`config.mk`:
```
export PLATFORM = sky130hd
export DESIGN_NAME = labeled_graph_walk_check_unit
export DESIGN_NICKNAME = d
export VERILOG_FILES = /design/src/design/lgwc_pkg.sv /design/src/design/lgwc_vertex_mem.sv /design/src/design/lgwc_scan.sv /design/src/design/labeled_graph_walk_check_unit.sv
export SDC_FILE = /design/constraint.sdc
export NUM_CORES = 1
export LEC_CHECK = 0
export BUFFER_PORTS_ARGS = -buffer_cell sky130_fd_sc_hd__buf_2
export CORE_AREA = 5 5 184 186
export DETAILED_ROUTE_END_ITERATION = 10
export DIE_AREA = 0 0 189 191
export PLACE_DENSITY = 0.8
export SLEW_MARGIN = 5
export SYNTH_ARGS = -nofsm -noshare
export SYNTH_HDL_FRONTEND = slang
export SYNTH_SLANG_ARGS = --single-unit
```
`constraint.sdc`:
```
create_clock -name clk_i -period 4.9 [get_ports clk_i]
set_clock_uncertainty 0.15 [all_clocks]
set_input_delay 1.225 -clock clk_i [delete_from_list [all_inputs] [get_ports clk_i]]
set_output_delay 1.225 -clock clk_i [all_outputs]
set_load 0.02 [all_outputs]
```
`src/design/lgwc_pkg.sv`:
```
// ----------------------------------------------------------------------------
// Labeled graph walk check package
// Shared widths, codes and control structs of the labeled graph walk check.
// ----------------------------------------------------------------------------
package lgwc_pkg;

  localparam int unsigned MaxVerticesDefault = 16;

  localparam int unsigned IndexW = 4;
  localparam int unsigned LabelW = 8;
  localparam int unsigned RowW   = 16;
  localparam int unsigned CountW = 5;
  localparam int unsigned EntryW = LabelW + RowW;

  localparam int unsigned AddrW = 3;
  localparam int unsigned DataW = 32;

  localparam logic [CountW-1:0]  CountReset     = CountW'(16);
  localparam logic [AddrW-3:0]   RegVertexCount = '0;

  localparam logic OpWrite  = 1'b0;
  localparam logic OpSymbol = 1'b1;

  typedef struct packed {
    logic              start;
    logic              first;
    logic              last;
    logic [LabelW-1:0] symbol;
  } cmd_t;

  typedef struct packed {
    logic busy;
    logic done;
    logic ok;
  } status_t;

endpackage

```
`src/design/lgwc_vertex_mem.sv`:
```
// ----------------------------------------------------------------------------
// Vertex memory
// One write port and one read port with registered read data.
// ----------------------------------------------------------------------------
module lgwc_vertex_mem #(
  parameter int unsigned Depth = lgwc_pkg::MaxVerticesDefault,
  parameter int unsigned AW    = $clog2(Depth)
) (
  input  logic                        clk_i,
  input  logic                        we_i,
  input  logic [AW-1:0]               waddr_i,
  input  logic [lgwc_pkg::EntryW-1:0] wdata_i,
  input  logic                        re_i,
  input  logic [AW-1:0]               raddr_i,
  output logic [lgwc_pkg::EntryW-1:0] rdata_o
);
  import lgwc_pkg::*;

  logic [EntryW-1:0] mem_q [Depth];
  logic [EntryW-1:0] rdata_q;

  always_ff @(posedge clk_i) begin
    if (we_i) begin
      mem_q[waddr_i] <= wdata_i;
    end
  end

  always_ff @(posedge clk_i) begin
    if (re_i) begin
      rdata_q <= mem_q[raddr_i];
    end
  end

  assign rdata_o = rdata_q;

endmodule

```
`src/design/lgwc_scan.sv`:
```
// ----------------------------------------------------------------------------
// Frontier scan unit
// Reads every active vertex once per symbol and updates the frontier mask.
// ----------------------------------------------------------------------------
module lgwc_scan #(
  parameter int unsigned MaxVertices = lgwc_pkg::MaxVerticesDefault,
  parameter int unsigned AW          = $clog2(MaxVertices),
  parameter int unsigned CW          = $clog2(MaxVertices + 1)
) (
  input  logic                        clk_i,
  input  logic                        rst_ni,
  input  lgwc_pkg::cmd_t              cmd_i,
  input  logic [CW-1:0]               active_i,
  input  logic                        res_ready_i,
  output lgwc_pkg::status_t           status_o,
  output logic                        re_o,
  output logic [AW-1:0]               raddr_o,
  input  logic [lgwc_pkg::EntryW-1:0] rdata_i
);
  import lgwc_pkg::*;

  localparam int unsigned EW = (MaxVertices > RowW) ? MaxVertices : RowW;

  localparam logic [2:0] StIdle  = 3'd0;
  localparam logic [2:0] StScan  = 3'd1;
  localparam logic [2:0] StDrain = 3'd2;
  localparam logic [2:0] StFin   = 3'd3;
  localparam logic [2:0] StDone  = 3'd4;

  logic [2:0]             state_q, state_d;
  logic [CW-1:0]          cnt_q, cnt_nxt;
  logic                   rd_vld_q;
  logic [AW-1:0]          rd_idx_q;
  logic [MaxVertices-1:0] match_q, reach_q, frontier_q, frontier_new;
  logic                   first_q, last_q, ok_q;
  logic [LabelW-1:0]      sym_q;
  logic [LabelW-1:0]      rd_label;
  logic [EW-1:0]          row_ext;

  assign rd_label     = rdata_i[EntryW-1:RowW];
  assign row_ext      = EW'(rdata_i[RowW-1:0]);
  assign cnt_nxt      = cnt_q + CW'(1);
  assign frontier_new = first_q ? match_q : (match_q & reach_q);

  assign re_o    = (state_q == StScan);
  assign raddr_o = cnt_q[AW-1:0];

  always_comb begin
    state_d = state_q;
    unique case (state_q)
      StIdle: begin
        if (cmd_i.start) begin
          state_d = (active_i == '0) ? StFin : StScan;
        end
      end
      StScan: begin
        if (cnt_nxt == active_i) begin
          state_d = StDrain;
        end
      end
      StDrain: state_d = StFin;
      StFin:   state_d = last_q ? StDone : StIdle;
      StDone: begin
        if (res_ready_i) begin
          state_d = StIdle;
        end
      end
      default: state_d = StIdle;
    endcase
  end

  always_ff @(posedge clk_i or negedge rst_ni) begin
    if (!rst_ni) begin
      state_q    <= StIdle;
      rd_vld_q   <= 1'b0;
      frontier_q <= '0;
    end else begin
      state_q  <= state_d;
      rd_vld_q <= (state_q == StScan);
      if (state_q == StFin) begin
        frontier_q <= frontier_new;
      end
    end
  end

  always_ff @(posedge clk_i) begin
    rd_idx_q <= cnt_q[AW-1:0];
    if (state_q == StIdle && cmd_i.start) begin
      first_q <= cmd_i.first;
      last_q  <= cmd_i.last;
      sym_q   <= cmd_i.symbol;
      match_q <= '0;
      reach_q <= '0;
      cnt_q   <= '0;
    end else begin
      if (state_q == StScan) begin
        cnt_q <= cnt_nxt;
      end
      if (rd_vld_q) begin
        match_q[rd_idx_q] <= (rd_label == sym_q);
        if (frontier_q[rd_idx_q]) begin
          reach_q <= reach_q | row_ext[MaxVertices-1:0];
        end
      end
    end
    if (state_q == StFin) begin
      ok_q <= (frontier_new != '0);
    end
  end

  assign status_o.busy = (state_q != StIdle);
  assign status_o.done = (state_q == StDone);
  assign status_o.ok   = ok_q;

endmodule

```
`src/design/labeled_graph_walk_check_unit.sv`:
```
// ----------------------------------------------------------------------------
// Labeled graph walk check unit
// Holds a labeled directed graph and checks label sequences against walks.
// ----------------------------------------------------------------------------
// The input channel carries write beats and symbol beats. A write beat
// stores one vertex label and adjacency row. A symbol beat scans the
// active vertices through the single read port of the vertex memory, one
// vertex per cycle; the active vertex count is vertex_count clamped to
// MaxVertices. A symbol beat with the last mark then waits in a done state
// until the output register is free and loads its path_ok beat into it.
// The output register lets the next input beat be accepted while a result
// waits; a further result waits inside the scan unit, with the input
// stalled, until the receiver takes the pending one. Reset clears the
// frontier and sets vertex_count to 16; vertex memory contents are
// undefined until written. vertex_count is to be written by the user
// through the APB port only while idle; the block does not enforce this.
// ----------------------------------------------------------------------------
module labeled_graph_walk_check_unit #(
  parameter int unsigned MaxVertices = lgwc_pkg::MaxVerticesDefault
) (
  input  logic                        clk_i,
  input  logic                        rst_ni,
  input  logic                        psel,
  input  logic                        penable,
  input  logic                        pwrite,
  input  logic [lgwc_pkg::AddrW-1:0]  paddr,
  input  logic [lgwc_pkg::DataW-1:0]  pwdata,
  output logic [lgwc_pkg::DataW-1:0]  prdata,
  output logic                        pready,
  input  logic                        in_valid_i,
  output logic                        in_ready_o,
  input  logic                        operation_i,
  input  logic [lgwc_pkg::IndexW-1:0] vertex_index_i,
  input  logic [lgwc_pkg::LabelW-1:0] vertex_label_i,
  input  logic [lgwc_pkg::RowW-1:0]   adjacency_row_i,
  input  logic [lgwc_pkg::LabelW-1:0] symbol_i,
  input  logic                        first_symbol_i,
  input  logic                        last_symbol_i,
  output logic                        out_valid_o,
  input  logic                        out_ready_i,
  output logic                        path_ok_o
);
  import lgwc_pkg::*;

  localparam int unsigned AW = $clog2(MaxVertices);
  localparam int unsigned CW = $clog2(MaxVertices + 1);

  logic [CountW-1:0] count_q;
  logic [CW-1:0]     active;
  logic              in_accept, res_ready;
  logic [31:0]       idx_wide;
  logic              mem_we, mem_re;
  logic [AW-1:0]     mem_raddr;
  logic [EntryW-1:0] mem_rdata;
  cmd_t              cmd;
  status_t           status;
  logic              out_valid_q, path_ok_q;

  assign pready = 1'b1;
  assign prdata = (paddr[AddrW-1:2] == RegVertexCount) ? DataW'(count_q) : '0;

  always_ff @(posedge clk_i or negedge rst_ni) begin
    if (!rst_ni) begin
      count_q <= CountReset;
    end else if (psel && penable && pwrite && pready &&
                 paddr[AddrW-1:2] == RegVertexCount) begin
      count_q <= pwdata[CountW-1:0];
    end
  end

  assign active = (32'(count_q) > 32'(MaxVertices)) ? CW'(MaxVertices) : CW'(count_q);

  assign in_ready_o = !status.busy;
  assign in_accept  = in_valid_i && in_ready_o;
  assign idx_wide   = 32'(vertex_index_i);
  assign mem_we     = in_accept && (operation_i == OpWrite) && (idx_wide < 32'(MaxVertices));

  assign cmd.start  = in_accept && (operation_i == OpSymbol);
  assign cmd.first  = first_symbol_i;
  assign cmd.last   = last_symbol_i;
  assign cmd.symbol = symbol_i;

  assign res_ready = !out_valid_q || out_ready_i;

  lgwc_vertex_mem #(
    .Depth (MaxVertices)
  ) u_mem (
    .clk_i   (clk_i),
    .we_i    (mem_we),
    .waddr_i (idx_wide[AW-1:0]),
    .wdata_i ({vertex_label_i, adjacency_row_i}),
    .re_i    (mem_re),
    .raddr_i (mem_raddr),
    .rdata_o (mem_rdata)
  );

  lgwc_scan #(
    .MaxVertices (MaxVertices)
  ) u_scan (
    .clk_i       (clk_i),
    .rst_ni      (rst_ni),
    .cmd_i       (cmd),
    .active_i    (active),
    .res_ready_i (res_ready),
    .status_o    (status),
    .re_o        (mem_re),
    .raddr_o     (mem_raddr),
    .rdata_i     (mem_rdata)
  );

  always_ff @(posedge clk_i or negedge rst_ni) begin
    if (!rst_ni) begin
      out_valid_q <= 1'b0;
    end else if (status.done && res_ready) begin
      out_valid_q <= 1'b1;
    end else if (out_ready_i) begin
      out_valid_q <= 1'b0;
    end
  end

  always_ff @(posedge clk_i) begin
    if (status.done && res_ready) begin
      path_ok_q <= status.ok;
    end
  end

  assign out_valid_o = out_valid_q;
  assign path_ok_o   = path_ok_q;

endmodule

```
# == Word level (Yosys, flattened, before mapping) ==
# Memories as Yosys holds them, arrays and structs flattened. A register that Yosys moved wholly into a read port is not among the register bits.
# Cells that the tools add are included.
# W data, S select, Z words.
# op_classes
addsub,1
mul,0
div_mod_pow,0
magnitude_cmp,4
eq_ne,9
shift,0
n_mux,18
bitwise,4
n_reduce_logical,20
# op_table
cell,count
$and A16 B16 Y16,1
$bwmux W16,1
$mux W16,1
$or A16 B16 Y16,1
$reduce_bool A16 Y1,1
$pmux W3 S5,1
$mux W3,4
$logic_and A1 B1 Y1,10
$lt A4 B5 Y1 const B,2
$mux W5,2
$eq A8 B8 Y1,1
$eq A3 B2 Y1 const B,2
$mux W1,6
$add A5 B1 Y5 const B,1
$eq A5 B5 Y1,1
$gt A5 B5 Y1 const B,1
$logic_not A5 Y1,1
$bmux W1 S4,1
$demux W1 S4,1
$ge A4 B1 Y1 const B,1
$ne A2 B1 Y1 const B,2
$eq A3 B1 Y1 const B,1
$eq A3 B3 Y1 const B,1
$logic_not A3 Y1,1
9 further kinds,11
# totals
regBits,79
latchBits,0
ram_bits,384
mem_bits_ro,0
output_inout_bits,36
wordCells,71
n_memories,1
# memory_table
memory,depth,word_bits,read_ports,rd_ports_with_merged_regs,wr,line,text
u_mem.mem_q,16,24,1,1,1,lgwc_vertex_mem.sv:19,logic [EntryW-1:0] mem_q [Depth];

# == Depth between registers and ports, before layout ==
# depth
word_depth,7
ltp_mapped,8
depth_no_buf,6

# == Modules after synthesis ==
# From an unflattened synthesis, not the netlist that was laid out.
# hier_totals
hier_cells,1076
area_unflattened_um2,19287.2
# by_module_without_submodules
mod,n_inst,cells_each,area_each_um2
lgwc_vertex_mem,1,636,15170.8
lgwc_scan,1,381,3528.4
labeled_graph_walk_check_unit,1,59,588.1

# == Worst setup path before layout ==
# OpenSTA, ideal clock, no wires.
# synth_path
path_type,input-to-reg
startpoint,in operation_i
endpoint,"mem u_mem.mem_q[0][0] in the netlist's numbering, enable pin"
setup_ps,435
arrival_time_ps,3446
t_required_ps,4315
path_slack_ps,868
path_stages,3
path_cell_list,nand3b_1 or3_1 nor3_1
# synth_via
elab_chain_len,5
# synth_rtl
element,line,text
from (decl),labeled_graph_walk_check_unit.sv:32,"input logic operation_i,"
$not A1 Y1,labeled_graph_walk_check_unit.sv:76,assign mem_we = in_accept && (operation_i == OpWrite) && (idx_wide < 32'(MaxVertices));
$logic_and A1 B1 Y1 (2 in series),labeled_graph_walk_check_unit.sv:76,
$mux W1,lgwc_vertex_mem.sv:23,if (we_i) begin
$mux W1 (not written as such),lgwc_vertex_mem.sv:24,mem_q[waddr_i] <= wdata_i;
to (decl),lgwc_vertex_mem.sv:19,
# Every way passes these cells.

# == Worst setup path in the final report ==
# layout_path
startpoint,reg u_scan.state_q[0]
endpoint,"mem u_mem.mem_q[9][13] in the netlist's numbering, enable pin"
# layout_via
elab_chain_len,7
# layout_rtl
element,line,text
from (decl),lgwc_scan.sv:30,"logic [2:0] state_q, state_d;"
from (signal assigned),lgwc_scan.sv:74,state_q <= StIdle;
from (signal assigned),lgwc_scan.sv:78,state_q <= state_d;
$reduce_bool A3 Y1,lgwc_scan.sv:111,assign status_o.busy = (state_q != StIdle);
$logic_not A1 Y1,labeled_graph_walk_check_unit.sv:73,assign in_ready_o = !status.busy;
$logic_and A1 B1 Y1,labeled_graph_walk_check_unit.sv:74,assign in_accept = in_valid_i && in_ready_o;
$logic_and A1 B1 Y1 (2 in series),labeled_graph_walk_check_unit.sv:76,
$mux W1,lgwc_vertex_mem.sv:23,
$mux W1 (not written as such),lgwc_vertex_mem.sv:24,
# Every way passes these cells.

==> metrics.log <==
[metrics] outcome: finished, final reports clean
[metrics] actual slew at the worst max-slew pin: 1.029 ns
[metrics] Final Cycle Share: 62.55%
[metrics] total of cells resized after clock tree synthesis: 0
[metrics] worst min-delay path endpoint: path_ok_o$_DFFE_PP_
[metrics] clock tree buffer depth: 3
[metrics] largest net degree at the start of global routing: 50
[metrics] initial core utilization: 58.76%
[metrics] RSZ-0062 raised after global routing: no
[metrics] clock tree from TritonCTS: yes
[metrics] vertical die dimension: about 190 um
[metrics] total of flip-flops plus latches after synthesis: roughly 490
[metrics] per-cell via count in the routed design: between 6 and 7
[metrics] share of layout cells above drive strength 1: a little over a quarter
[metrics] Max Fanout on Critical Path: 13
[metrics] register-to-register setup slack: approximately 1.8 ns
[metrics] launch point of the worst reg-to-reg path: u_scan.state_q[0]$_DFFE_PN0P_
[metrics] final cell area excluding filler cells: 0.02125 mm^2
[metrics] synth unique cells: 53
[metrics] number of iterations in the first detailed-routing pass: 7
[metrics] Most used DFF post-synth: sky130_fd_sc_hd__edfxtp_1
[metrics] minimum clock period: a little over 3 ns
[metrics] Critical Setup Path Class: register to register
[metrics] insertion delay of the later-clocked pin in the worst-skew pair: ~0.55 ns
[metrics] number of global-route vias before repair: between 9000 and 10000
[metrics] Hold Crit Start: u_scan.ok_q$_DFFE_PP_
[metrics] sequential-to-total area share from yosys stat: 74.61%
[metrics] top post-synthesis cells by area: sky130_fd_sc_hd__edfxtp_1 67%, sky130_fd_sc_hd__mux4_2 14%, sky130_fd_sc_hd__dfxtp_1 4.3%, sky130_fd_sc_hd__dfrtp_1 3.3%, sky130_fd_sc_hd__nand2_1 1.5%
[metrics] wire length of the first global-routing pass: about 61 mm
[metrics] HP Class: register to register
[metrics] buffer cell driving the clock tree root: sky130_fd_sc_hd__clkbuf_16
[metrics] worst slack on hold paths: ~0.28 ns
[metrics] Worst Reg-to-Reg Cells: 6
[metrics] overflow left after global routing: 0
[metrics] routability congestion estimate: 0.8483
[metrics] endpoints failing hold: 0
[metrics] number of nets in the finished design: about 1200
[metrics] required time of the worst setup path: between 4 and 5 ns
[metrics] Die Area: approximately 0.036 mm^2
[metrics] number of buffers added for setup after CTS: 0
[metrics] global-route usage over all layers: ~23%
[metrics] number of placement rows: between 60 and 70
[metrics] worst reg2reg endpoint: u_mem.mem_q[9][13]$_DFFE_PP_
[metrics] area of the core: ~0.032 mm^2
[metrics] worst-case vdd ir drop: about 0.00028 V
[metrics] count leader, synth: sky130_fd_sc_hd__edfxtp_1
[metrics] area of the mapped netlist: 0.01888 mm^2
[metrics] Power Dens Cells: ~530 mW/mm^2
[metrics] antenna violations before repair: 1
[metrics] number of levels in the clock H-tree: 2
[metrics] total number of clock tree sinks: 487
[metrics] number of port buffers: around 60
[metrics] LEAKAGE: 0.007069 uW
[metrics] instance count along the most critical hold path: 0
[metrics] area fraction of the dominant cell type after synthesis: 66.81%
[metrics] startpoint kind of the worst setup timing path: register
[metrics] Residual DRC: 0
[metrics] wire length per cell after detailed routing: approximately 27 um
[metrics] Hold-fix buffers, CTS: 0
[metrics] Rel. slew slack: between 30% and 40%
[metrics] placed cell areas: 0.01971 mm^2
[metrics] HPWL after detailed placement: 22.99 mm
[metrics] worst slack after detailed placement: 1.395 ns
[metrics] count of flip-flops with a built-in enable after synthesis: 420
[metrics] max-slew violation count: 0
[metrics] clock transition at the registers of the reported paths: 0.06 ns
[metrics] average footprint of a synthesized cell: 19.22 um^2
[metrics] Yosys warnings: 0
[metrics] # IOs: 117
[metrics] max-capacitance violation count: 0
[metrics] highest clock rate: roughly 0.33 GHz
[metrics] most instantiated cells after synthesis: 420 x sky130_fd_sc_hd__edfxtp_1, 120 x sky130_fd_sc_hd__mux4_2, 75 x sky130_fd_sc_hd__nand2_1, 41 x sky130_fd_sc_hd__dfxtp_1, 41 x sky130_fd_sc_hd__nor2_1
[metrics] async set-reset flop share out of synthesis: 5.339%
[metrics] post-detailed-routing wire length: roughly 41 mm
[metrics] worst setup slack after layout: 1.835 ns
[metrics] total via count in the routed design: roughly 9500
[metrics] width of the die: approximately 190 um
[metrics] ANT nets after route: 0
[metrics] setup total negative slack: 0 ns
[metrics] Total Power Consumption: 11210 uW
[metrics] Starting DRT DRC Count: ~1100
[metrics] Arr. time, crit path: 3.15 ns
[metrics] Setup Viol. Count Final: 0
[metrics] signed area change from the synthesized netlist to the final layout: 12.55%
[metrics] synthesized instance count: between 900 and 1000
[metrics] kind of end point of the critical path: register
[metrics] number of clock buffers inserted by TritonCTS: 47
[metrics] cell taking the most area after synthesis: sky130_fd_sc_hd__edfxtp_1
## routing by layer
layer  vias up  GRT usage [%]  part of all wire, %
met3        90          3.871                  8.2
met4         0          6.502                  3.0
met5         -              0                    0
met2       508          38.35                   51
li1       4051              -                    -
met1      4894          31.95                   38
## worst max-delay path: stages, from the launching register on
cell,delay (ns)
sky130_fd_sc_hd__dfrtp_1,0.44
sky130_fd_sc_hd__nor3_1,0.44
sky130_fd_sc_hd__nand3b_1,0.26
sky130_fd_sc_hd__nor2_1,0.15
sky130_fd_sc_hd__nand2_1,0.19
sky130_fd_sc_hd__nor2_2,0.84
sky130_fd_sc_hd__buf_12,0.27
## power breakdown
| part | switching [uW] | internal (uW) |
|---|---|---|
| clock | 1460 | 2100 |
| combinational | 1150 | 1170 |
| sequential | 397 | 4940 |
| total | 3000 | 8210 |
## stage by stage
step	util, %	instances
global placement	61.37	1434
detailed placement	61.37	1434
floorplan	-	1008
finish	66.14	1517
global route	66.14	1517
CTS	66.13	1516
## placed cells by master, fill, tap and decap left out, types with 6 or more instances in the layout
master / instances
sky130_fd_sc_hd__edfxtp_1: 420
sky130_fd_sc_hd__mux4_2: 120
sky130_fd_sc_hd__nand2_1: 75
sky130_fd_sc_hd__buf_2: 59
sky130_fd_sc_hd__clkbuf_16: 51
sky130_fd_sc_hd__o21ai_0: 40
sky130_fd_sc_hd__dfxtp_1: 38
sky130_fd_sc_hd__nor2_1: 29
sky130_fd_sc_hd__conb_1: 28
sky130_fd_sc_hd__dfrtp_1: 25
sky130_fd_sc_hd__buf_4: 25
sky130_fd_sc_hd__o21ai_1: 16
sky130_fd_sc_hd__a21oi_1: 13
sky130_fd_sc_hd__nor2_2: 12
sky130_fd_sc_hd__mux2i_1: 12
sky130_fd_sc_hd__clkinv_1: 12
sky130_fd_sc_hd__nor2b_1: 11
sky130_fd_sc_hd__xnor2_1: 10
sky130_fd_sc_hd__nor3_1: 8
sky130_fd_sc_hd__nand3_1: 8
sky130_fd_sc_hd__nand4_1: 7
sky130_fd_sc_hd__nand2b_1: 6
sky130_fd_sc_hd__buf_12: 6
## flip-flops by register name (all words and copies together), names as in the netlist, 3 cells and up
signal / cells
u_scan.cnt_q: 5
u_scan.rd_idx_q: 4
count_q: 5
u_scan.match_q: 16
u_mem.mem_q: 384
u_scan.state_q: 3
u_scan.sym_q: 8
u_mem.rdata_o: 24
u_scan.frontier_q: 16
u_scan.reach_q: 16
## kinds of logic after synthesis
kind of cell | after synthesis | synth area share (%)
buffers and inverters | 77 | 2.393
adders and majority gates | 1 | 0.06627
muxes | 138 | 15.31
other | 2 | 0.03978
AOI/OAI and AO/OA | 85 | 2.532
xor gates and xnor gates | 13 | 0.6761
and+or+nand+nor | 179 | 4.368
DFF | 487 | 74.61
## how the worst max path moves through the flow
stage,from,to,slack (ns),cells after the start
after floorplan,operation_i,u_mem.mem_q[0][0]$_DFFE_PP_,0.87,3
after global placement,operation_i,u_mem.mem_q[2][12]$_DFFE_PP_,1.46,5
after detailed placement,operation_i,u_mem.mem_q[9][10]$_DFFE_PP_,1.40,6
after CTS,u_scan.state_q[0]$_DFFE_PN0P_,in_ready_o,1.86,2
after global routing,u_scan.state_q[0]$_DFFE_PN0P_,u_mem.mem_q[9][12]$_DFFE_PP_,1.74,6
final,u_scan.state_q[0]$_DFFE_PN0P_,u_mem.mem_q[9][13]$_DFFE_PP_,1.84,6
## layout make-up
type	count	area (um^2)
flip-flops and latches	487	14090
fillers	1994	10880
well taps	408	510.5
inverters	5	18.77
clock buffers	57	1309
clock inverters	25	220.2
repair buffers	90	603.1
diodes	1	2.502
multi-input cells	444	4488
Note: power is estimated with default switching activity, not from simulation.
